<file path="src/bae_pkg.sv">
// ----------------------------------------------------------------------------
// bae_pkg
// Shared constants and helpers for the binary arithmetic encoder.
// ----------------------------------------------------------------------------
`default_nettype none

package bae_pkg;

    localparam int BOUND_W     = 32;
    localparam int PROB_W      = 16;
    localparam int BITS_W      = 5;
    localparam int BYTE_W      = 8;
    localparam int IN_DATA_W   = 24;

    localparam logic [BITS_W-1:0]  PROB_BITS_RESET = 5'd12;
    localparam logic [BITS_W-1:0]  PROB_BITS_MIN   = 5'd1;
    localparam logic [BITS_W-1:0]  PROB_BITS_MAX   = 5'd16;
    localparam logic [BOUND_W-1:0] BOUND_ONES      = 32'hFFFF_FFFF;
    localparam logic [BOUND_W-1:0] BOUND_ZERO      = 32'h0000_0000;
    localparam logic [BYTE_W-1:0]  BYTE_ONES       = 8'hFF;

    localparam logic MODE_ENCODE = 1'b0;
    localparam logic MODE_FLUSH  = 1'b1;

    // Precision as used: zero reads as one, above sixteen reads as sixteen.
    function automatic logic [BITS_W-1:0] eff_bits(input logic [BITS_W-1:0] bits);
        logic [BITS_W-1:0] res;
        res = bits;
        if (bits < PROB_BITS_MIN)
        begin
            res = PROB_BITS_MIN;
        end
        else if (bits > PROB_BITS_MAX)
        begin
            res = PROB_BITS_MAX;
        end
        return res;
    endfunction

    // Largest probability code for the given precision.
    function automatic logic [PROB_W-1:0] prob_max(input logic [BITS_W-1:0] bits);
        logic [PROB_W:0] full;
        full = (17'd1 << eff_bits(bits)) - 17'd1;
        return full[PROB_W-1:0];
    endfunction

endpackage

`default_nettype wire

</file>
<file path="src/binary_arithmetic_encoder.sv">
// ----------------------------------------------------------------------------
// binary_arithmetic_encoder
// Carryless 32-bit binary arithmetic encoder with byte-wise renormalization.
//
// Channel   Dir  Signals                      Payload
// s_axis    in   tvalid tready tdata tuser    tdata: prob_zero, bit_value; tuser: mode
// m_axis    out  tvalid tready tdata tlast    tdata: out_byte; tlast: last_of_run
// cfg       in   cfg_wr_en cfg_wr_data        prob_bits
//
// Encode item: accept, multiply, interval update, then renormalization, which emits
// a byte per step while the bounds' top bytes agree, four at most; one 32x16
// multiplier and a single renormalization shifter. Flush: lower_reg bytes, top first.
// A stalled m_axis holds the sequencer on the pending byte.
// Reset (rst_n low, asynchronous): bounds to all ones / zero, prob_bits to 12.
// ----------------------------------------------------------------------------
`default_nettype none

module binary_arithmetic_encoder
    import bae_pkg::*;
(
    input  wire logic                 clk,
    input  wire logic                 rst_n,
    input  wire logic                 s_axis_tvalid,
    output logic                      s_axis_tready,
    input  wire logic [IN_DATA_W-1:0] s_axis_tdata,  // [15:0] prob_zero, [16] bit_value
    input  wire logic                 s_axis_tuser,  // [0] mode
    output logic                      m_axis_tvalid,
    input  wire logic                 m_axis_tready,
    output logic [BYTE_W-1:0]         m_axis_tdata,  // [7:0] out_byte
    output logic                      m_axis_tlast,
    input  wire logic                 cfg_wr_en,
    input  wire logic [BITS_W-1:0]    cfg_wr_data
);

    typedef enum logic [2:0] {
        ST_IDLE,
        ST_MUL,
        ST_UPDATE,
        ST_RENORM,
        ST_FLUSH
    } state_t;

    state_t               state_reg;
    logic [BITS_W-1:0]    prob_bits_reg;
    logic [BOUND_W-1:0]   upper_reg;
    logic [BOUND_W-1:0]   lower_reg;
    logic [BOUND_W-1:0]   prod_reg;
    logic [PROB_W-1:0]    prob_reg;
    logic                 bit_reg;
    logic [1:0]           count_reg;
    logic                 out_valid_reg;
    logic [BYTE_W-1:0]    out_byte_reg;
    logic                 out_last_reg;

    logic                 accept;
    logic                 out_free;
    logic                 emit;
    logic [PROB_W-1:0]    prob_in;
    logic [PROB_W-1:0]    pmax;
    logic [BOUND_W-1:0]   width_shr;
    logic [BOUND_W+PROB_W-1:0] prod_next;
    logic [BOUND_W-1:0]   split_next;
    logic                 top_eq;
    logic                 next_eq;
    logic [BYTE_W-1:0]    flush_byte;

    assign s_axis_tready = (state_reg == ST_IDLE);
    assign accept        = s_axis_tvalid && s_axis_tready;
    assign out_free      = !out_valid_reg || m_axis_tready;
    assign emit          = out_free && (((state_reg == ST_RENORM) && top_eq) ||
                                        (state_reg == ST_FLUSH));

    assign m_axis_tvalid = out_valid_reg;
    assign m_axis_tdata  = out_byte_reg;
    assign m_axis_tlast  = out_last_reg;

    assign pmax       = prob_max(prob_bits_reg);
    assign prob_in    = (s_axis_tdata[PROB_W-1:0] > pmax) ? pmax : s_axis_tdata[PROB_W-1:0];
    assign width_shr  = (upper_reg - lower_reg) >> eff_bits(prob_bits_reg);
    assign prod_next  = width_shr * prob_reg;
    assign split_next = lower_reg + prod_reg;
    assign top_eq     = (upper_reg[31:24] == lower_reg[31:24]);
    assign next_eq    = (upper_reg[23:16] == lower_reg[23:16]);

    always_comb
    begin
        case (count_reg)
            2'd0:    flush_byte = lower_reg[31:24];
            2'd1:    flush_byte = lower_reg[23:16];
            2'd2:    flush_byte = lower_reg[15:8];
            default: flush_byte = lower_reg[7:0];
        endcase
    end

    always_ff @(posedge clk or negedge rst_n)
    begin
        if (!rst_n)
        begin
            state_reg     <= ST_IDLE;
            prob_bits_reg <= PROB_BITS_RESET;
            upper_reg     <= BOUND_ONES;
            lower_reg     <= BOUND_ZERO;
            count_reg     <= 2'd0;
            out_valid_reg <= 1'b0;
        end
        else
        begin
            if (cfg_wr_en)
            begin
                prob_bits_reg <= cfg_wr_data;
            end

            if (emit)
            begin
                out_valid_reg <= 1'b1;
            end
            else if (m_axis_tready)
            begin
                out_valid_reg <= 1'b0;
            end

            unique case (state_reg)
                ST_IDLE:
                begin
                    if (accept)
                    begin
                        prob_reg  <= prob_in;
                        bit_reg   <= s_axis_tdata[PROB_W];
                        count_reg <= 2'd0;
                        state_reg <= (s_axis_tuser == MODE_FLUSH) ? ST_FLUSH : ST_MUL;
                    end
                end
                ST_MUL:
                begin
                    prod_reg  <= prod_next[BOUND_W-1:0];
                    state_reg <= ST_UPDATE;
                end
                ST_UPDATE:
                begin
                    if (bit_reg)
                    begin
                        lower_reg <= split_next + 32'd1;
                    end
                    else
                    begin
                        upper_reg <= split_next;
                    end
                    state_reg <= ST_RENORM;
                end
                ST_RENORM:
                begin
                    if (!top_eq)
                    begin
                        state_reg <= ST_IDLE;
                    end
                    else if (out_free)
                    begin
                        out_byte_reg  <= upper_reg[31:24];
                        out_last_reg  <= !next_eq || (count_reg == 2'd3);
                        upper_reg     <= {upper_reg[23:0], BYTE_ONES};
                        lower_reg     <= {lower_reg[23:0], 8'h00};
                        count_reg     <= count_reg + 2'd1;
                        if (!next_eq || (count_reg == 2'd3))
                        begin
                            state_reg <= ST_IDLE;
                        end
                    end
                end
                ST_FLUSH:
                begin
                    if (out_free)
                    begin
                        out_byte_reg  <= flush_byte;
                        out_last_reg  <= (count_reg == 2'd3);
                        count_reg     <= count_reg + 2'd1;
                        if (count_reg == 2'd3)
                        begin
                            state_reg <= ST_IDLE;
                        end
                    end
                end
                default:
                begin
                    state_reg <= ST_IDLE;
                end
            endcase
        end
    end

`ifndef SYNTHESIS
    a_flush_keeps_bounds: assert property (@(posedge clk) disable iff (!rst_n)
        (state_reg == ST_FLUSH) |=> ($stable(upper_reg) && $stable(lower_reg)))
        else $error("bounds changed during flush");

    a_prob_clamped: assert property (@(posedge clk) disable iff (!rst_n)
        (state_reg == ST_MUL) |-> (prob_reg <= pmax))
        else $error("probability above precision limit");

    a_renorm_emits: assert property (@(posedge clk) disable iff (!rst_n)
        (state_reg == ST_RENORM && top_eq && out_free) |=> m_axis_tvalid)
        else $error("renormalization byte not presented");

    a_busy_after_accept: assert property (@(posedge clk) disable iff (!rst_n)
        accept |=> !s_axis_tready)
        else $error("item accepted while previous still in work");
`endif

endmodule

`default_nettype wire
</file>
<file path="config.mk">
export PLATFORM = sky130hd
export DESIGN_NAME = binary_arithmetic_encoder
export DESIGN_NICKNAME = d
export VERILOG_FILES = /design/src/bae_pkg.sv /design/src/binary_arithmetic_encoder.sv
export SDC_FILE = /design/constraint.sdc
export NUM_CORES = 1
export LEC_CHECK = 0
export ABC_AREA = 1
export CORE_ASPECT_RATIO = 0.75
export CORE_UTILIZATION = 45
export DETAILED_ROUTE_END_ITERATION = 10
export DONT_BUFFER_PORTS = 1
export PLACE_DENSITY = 0.72
export SYNTH_ARGS = -nofsm -noshare
export SYNTH_HDL_FRONTEND = slang
export SYNTH_SLANG_ARGS = --single-unit
</file>
<file path="constraint.sdc">
create_clock -name clk -period 8.3 [get_ports clk]
set_input_delay 0.83 -clock clk [delete_from_list [all_inputs] [get_ports clk]]
set_output_delay 0.83 -clock clk [all_outputs]
set_load 0.01 [all_outputs]
</file>
* After elaboration in Yosys (flattened, before gate mapping) *
Cells that the tools add are included.
W data, S select, Z words.

operators by class
  shift-type cells = 2
  $lt $le $gt $ge = 3
  $add $sub $neg = 5
  multiply operators = 1
  equal/unequal tests = 18
  muxes and demuxes = 34
  reductions and logical operators = 21

operators by type and width
  operator                 number
  $mux W32                 6
  $pmux W32 S2             2
  $add A32 B1 Y32 const B  1
  $add A32 B32 Y32         1
  $mul A32 B16 Y32         1
  $shr A32 B5 Y32          1
  $sub A32 B32 Y32         1
  $mux W8                  3
  $pmux W8 S3              1
  $mux W3                  7
  $eq A8 B8 Y1             2
  $gt A16 B16 Y1           1
  $mux W16                 1
  $pmux W8 S2              1
  $shl A1 B5 Y16 const A   1
  $sub A16 B1 Y16 const B  1
  $pmux W3 S5              1
  $mux W5                  2
  $ne A2 B2 Y1 const B     5
  $reduce_and A5 Y1        2
  $reduce_and A4 Y1        2
  $eq A3 B2 Y1 const B     2
  $mux W2                  3
  $pmux W2 S3              1
  21 further kinds         35

word-level totals
  flip-flop bits (word level) = 133
  word-level logic and storage cells = 95
  output and inout port bits = 11

* Depth between registers and ports, before layout *
  depth in word-level cells = 7
  mapped depth = 53
  mapped depth without buffers = 53

* Least setup slack after synthesis *
Ideal clock, no wire load.

  kind = flip-flop to flip-flop
  start point = register upper_reg[0]
  end point = register prod_reg[30], data pin
  arrival = 7702 ps
  slack = 336 ps
  clock period less this slack = 7964 ps
  stages on the path, launching flop included = 42
  library setup time = 262 ps
  path through = dfstp_2 -> inv_1 -> ha_1 -> fa_1 -> inv_1 -> nand3_1 -> nand3_1 -> nand2_1 -> nand2_1 -> xnor2_1 -> o21ai_0 -> or2_2 -> o21ai_0 -> nor2_1 -> o31ai_1 -> nor2_2 -> inv_1 -> nor2_1 -> (+6 left out) -> fa_1 -> fa_1 -> ha_1 -> nand2_1 -> inv_1 -> nand2_1 -> nand2_1 -> nand3_1 -> nand2_1 -> a21oi_1 -> o21ai_0 -> nand3_1 -> nand2_1 -> a21oi_1 -> o21ai_0 -> a21o_1 -> a21oi_1 -> xor2_1

between the ends
  word-level cells in the longest chain between the ends = 3

ends and longest elaborated chain
  item                      line                              RTL
  start: declaration        binary_arithmetic_encoder.sv:45   logic [BOUND_W-1:0] upper_reg;
  start signal: assignment  binary_arithmetic_encoder.sv:146  upper_reg <= split_next;
  start signal: assignment  binary_arithmetic_encoder.sv:160  upper_reg <= {upper_reg[23:0], BYTE_ONES};
  $sub A32 B32 Y32          binary_arithmetic_encoder.sv:79   assign width_shr = (upper_reg - lower_reg) >> eff_bits(prob_bits_reg);
  $shr A32 B5 Y32           binary_arithmetic_encoder.sv:79
  $mul A32 B16 Y32          binary_arithmetic_encoder.sv:80   assign prod_next = width_shr * prob_reg;
  net prod_next[30]         binary_arithmetic_encoder.sv:61   logic [BOUND_W+PROB_W-1:0] prod_next;
  end signal: assignment    binary_arithmetic_encoder.sv:135  prod_reg <= prod_next[BOUND_W-1:0];
  end: declaration          binary_arithmetic_encoder.sv:47   logic [BOUND_W-1:0] prod_reg;

The timed path passes the listed nets, and every way through them passes these cells.
A chain may end at the register's enable or synchronous reset.

* Final worst setup path *
Same ends and word-level chain as after synthesis.

==> out/qor.csv <==
stage,metric,value,unit
status,run_status,"finished, final reports clean",
grt,grt_use_met1,0.424,
grt,grt_pass1_wl,124000,um
worst_hold_path,hold_path_class,input pin to asynchronous set/reset pin,
grt,overflow,0,
sta,period_needed,8.23,ns
drt,wl_per_cell,18.6,um
synthesis,synth_top_flop_cell,edfxtp_1,
floorplanning,core_area,0.0531,mm2
synthesis,synth_edf_count,58,
floorplanning,die-area,0.0547,mm2
sta,fin_skew,0.0133,ns
worst_setup_path,max_stage_delay,0.55,ns
drt,vias,23200,
grt,antenna_found_initial,1,
drt,postRouteAntennaNets,0,
clock_tree,path_clk_slew,0.07,ns
floorplanning,rows,73,
drt,via_per_inst,5.38,
grt,grt-busiest-layer,met1,
placement,gp_congestion,1.02,
synthesis,syn_area,0.0242,mm2
job,cap_violations,0,
worst_setup_path,cp-start-kind,register,
placement,place_hpwl,65000,um
sta,relSlewSlack,0.192,
sta,slew_violations,0,
drt,drc,0,
clock_tree,htreeDepth,4,
floorplanning,io_pins,46,
clock_tree,insertion_delay,0.45,ns
clock_tree,cts_buffers,17,
sta,setup_viol,0,
synthesis,synth_top_cell_by_area,fa_1,
sta,hold_ws,0.0686,ns
grt,use_met2,0.404,
layout,syn_to_final_growth,18.4,%
worst_setup_path,critPathMostFrequentCell,nand2_2,
drt,drt_pass1_iterations,5,
sta,tightest_slew,1.20,ns
worst_setup_path,cp_max_fo,7,
synthesis,syn_inst,3363,
clock_tree,clock_sinks,133,
floorplanning,die_h,203,um
clock_tree,root_buffer,clkbuf_16,
synthesis,syn-mean-instance-area,7.19,um2
placement,numPortBuffers,0,
synthesis,ys_types,68,
sta,fmax,121,MHz
worst_setup_path,cp.arrival,8.42,ns
worst_setup_path,critPathSlowestCell,fa_1,
layout,drive_above_1_share,0.188,
sta,hold_violations,0,
synthesis,async_flop_share,0.564,
sta,fin_crit_sh,0.992,
grt,grt_pass1_vias,22400,
drt,first_iter_violations,2261,
grt,grt_max_degree,78,
clock_tree,cts_tree,yes,
layout,fillerInstances,4978,
synthesis,synth-seq-cells,133,
layout,final_nets,4083,
worst_setup_path,crit_path_end_kind,register,
worst_setup_path,required,8.49,ns
synthesis,yosysTopAreaCellShare,0.253,
floorplanning,start_util,0.456,
floorplanning,fp.dieW,270,um
synthesis,ys.warnings.count,0,
worst_setup_path,path_class,register to register,
grt,grtUsageTotal,0.294,
clock_tree,cts_hold_buf,0,
sta,rsz0062_at_grt,yes,
drt,wirelength,80200,um
synthesis,ys_seq_area_frac,0.151,
layout,finish.utilization,0.539,
synthesis,ys_top_cells_by_area,"fa_1, nand2_1, inv_1",
layout,antennaDiodeCount,0,
grt,met3_usage,0.103,
clock_tree,cts_max_path_buffers,2,
-- metrics by stage --
step | cells | setup TNS [ns] | cell area (um2) | setup slack, ns
global route | 4317 | -1.01 | 28600 | -0.240
CTS | 4294 | 0 | 27600 | 0.00306
global placement | 4260 | -1.17 | 26800 | -0.258
finish | 4317 | 0 | 28600 | 0.0665
floorplan | 3364 | 0 | 24200 | 0.336
detailed placement | 4260 | -2.66 | 26800 | -0.433
-- per-layer routing --
layer	part of all wire	vias up
met2	0.40	1251
li1	-	10800
met3	0.13	156
met4	0.032	4
met1	0.43	11000
met5	0.0016	-
-- layout by cell type (no fill, tap or decap), drive strengths merged, types with 8 or more instances in the layout --
| cell | n |
|---|---|
| inv | 699 |
| xor2 | 72 |
| fa | 306 |
| o211ai | 12 |
| a22oi | 13 |
| edfxtp | 58 |
| nand4 | 26 |
| nand3 | 218 |
| dfrtp | 41 |
| nor3 | 19 |
| xnor2 | 21 |
| nand2 | 875 |
| buf | 300 |
| nand3b | 8 |
| clkbuf | 18 |
| or2 | 9 |
| ha | 150 |
| clkinv | 10 |
| o21bai | 11 |
| o22ai | 12 |
| o21ai | 165 |
| dfstp | 34 |
| nor2 | 331 |
| a21oi | 118 |
-- cells by family (layout without fill, tap and decap cells) --
kind of cell,count (synthesis),count (layout),synth area share
buffers and inverters,796,1037,0.126
AO/OA/AOI/OAI,376,376,0.0893
multiplexers,5,5,0.00207
other,1,2,0.000155
AND/OR/NAND/NOR,1501,1501,0.264
flip-flops,133,133,0.151
adder cells (fa/ha/maj),456,456,0.331
XOR/XNOR,95,95,0.0365
-- layout make-up --
class | instances | area, um2 | share of cell area
tap | 712 | 891 | 0.0311
multi-input combinational | 2435 | 18400 | 0.642
timing repair buffer | 300 | 2370 | 0.0830
inverter | 705 | 2690 | 0.0939
sequential | 133 | 3660 | 0.128
clock buffer | 18 | 429 | 0.0150
clock inverter | 14 | 198 | 0.00691
-- synthesized netlist by cell type (3+ instances only) --
library cell / n
xor2_1: 71
buf_2: 17
or2_2: 8
o21a_1: 5
dfrtp_1: 41
a31oi_1: 7
o21ai_1: 11
a21oi_1: 117
inv_1: 679
and2_1: 6
nor4_1: 6
inv_2: 15
nor2_1: 307
o21bai_1: 11
edfxtp_1: 58
buf_1: 6
nand4_1: 24
xnor2_1: 19
ha_1: 150
mux2i_1: 5
nand3_2: 12
o22ai_1: 12
dfstp_2: 34
o221ai_1: 6
o21ai_0: 148
nand3_1: 204
a22oi_1: 13
nand2_2: 23
nand2_1: 850
o21ai_2: 6
nor3_1: 17
buf_6: 3
a221oi_1: 7
clkinv_1: 11
clkbuf_1: 63
nand3b_1: 8
a21o_1: 4
o211ai_1: 12
fa_1: 306
nor2_2: 21
-- critical path, delay by kind of cell (launching register included) --
family	cells	cell delay, ns
buffers and inverters	11	0.97
AO/OA/AOI/OAI	8	0.94
flip-flops	1	0.54
adder cells (fa/ha/maj)	9	3.84
XOR/XNOR	1	0.17
AND/OR/NAND/NOR	19	1.52
-- what timing repair did --
item	CTS	global route
setup buffers	2	23
pin swaps	5	84
gates resized for setup	43	226
setup endpoints to repair	10	13
-- worst paths after layout --
path | startpoint | endpoint | slack (ns) | depth (start not counted)
setup / recovery | upper_reg[0]$_DFFE_PN1P_ | prod_reg[30]$_DFFE_PP_ | 0.07 | 48
hold / removal | rst_n | prob_bits_reg[4]$_DFFE_PN0P_ | 0.07 | 0
setup reg to reg | upper_reg[0]$_DFFE_PN1P_ | prod_reg[30]$_DFFE_PP_ | 0.07 | 48
hold reg to reg | upper_reg[30]$_DFFE_PN1P_ | upper_reg[30]$_DFFE_PN1P_ | 0.51 | 2
max in group asynchronous | rst_n | upper_reg[2]$_DFFE_PN1P_ | 7.98 | 0
min in group clk | cfg_wr_en | prob_bits_reg[3]$_DFFE_PN1P_ | 0.45 | 1
Power is not shown: default switching activity piles up to over one toggle a cycle in this logic, so the estimate is an artifact.
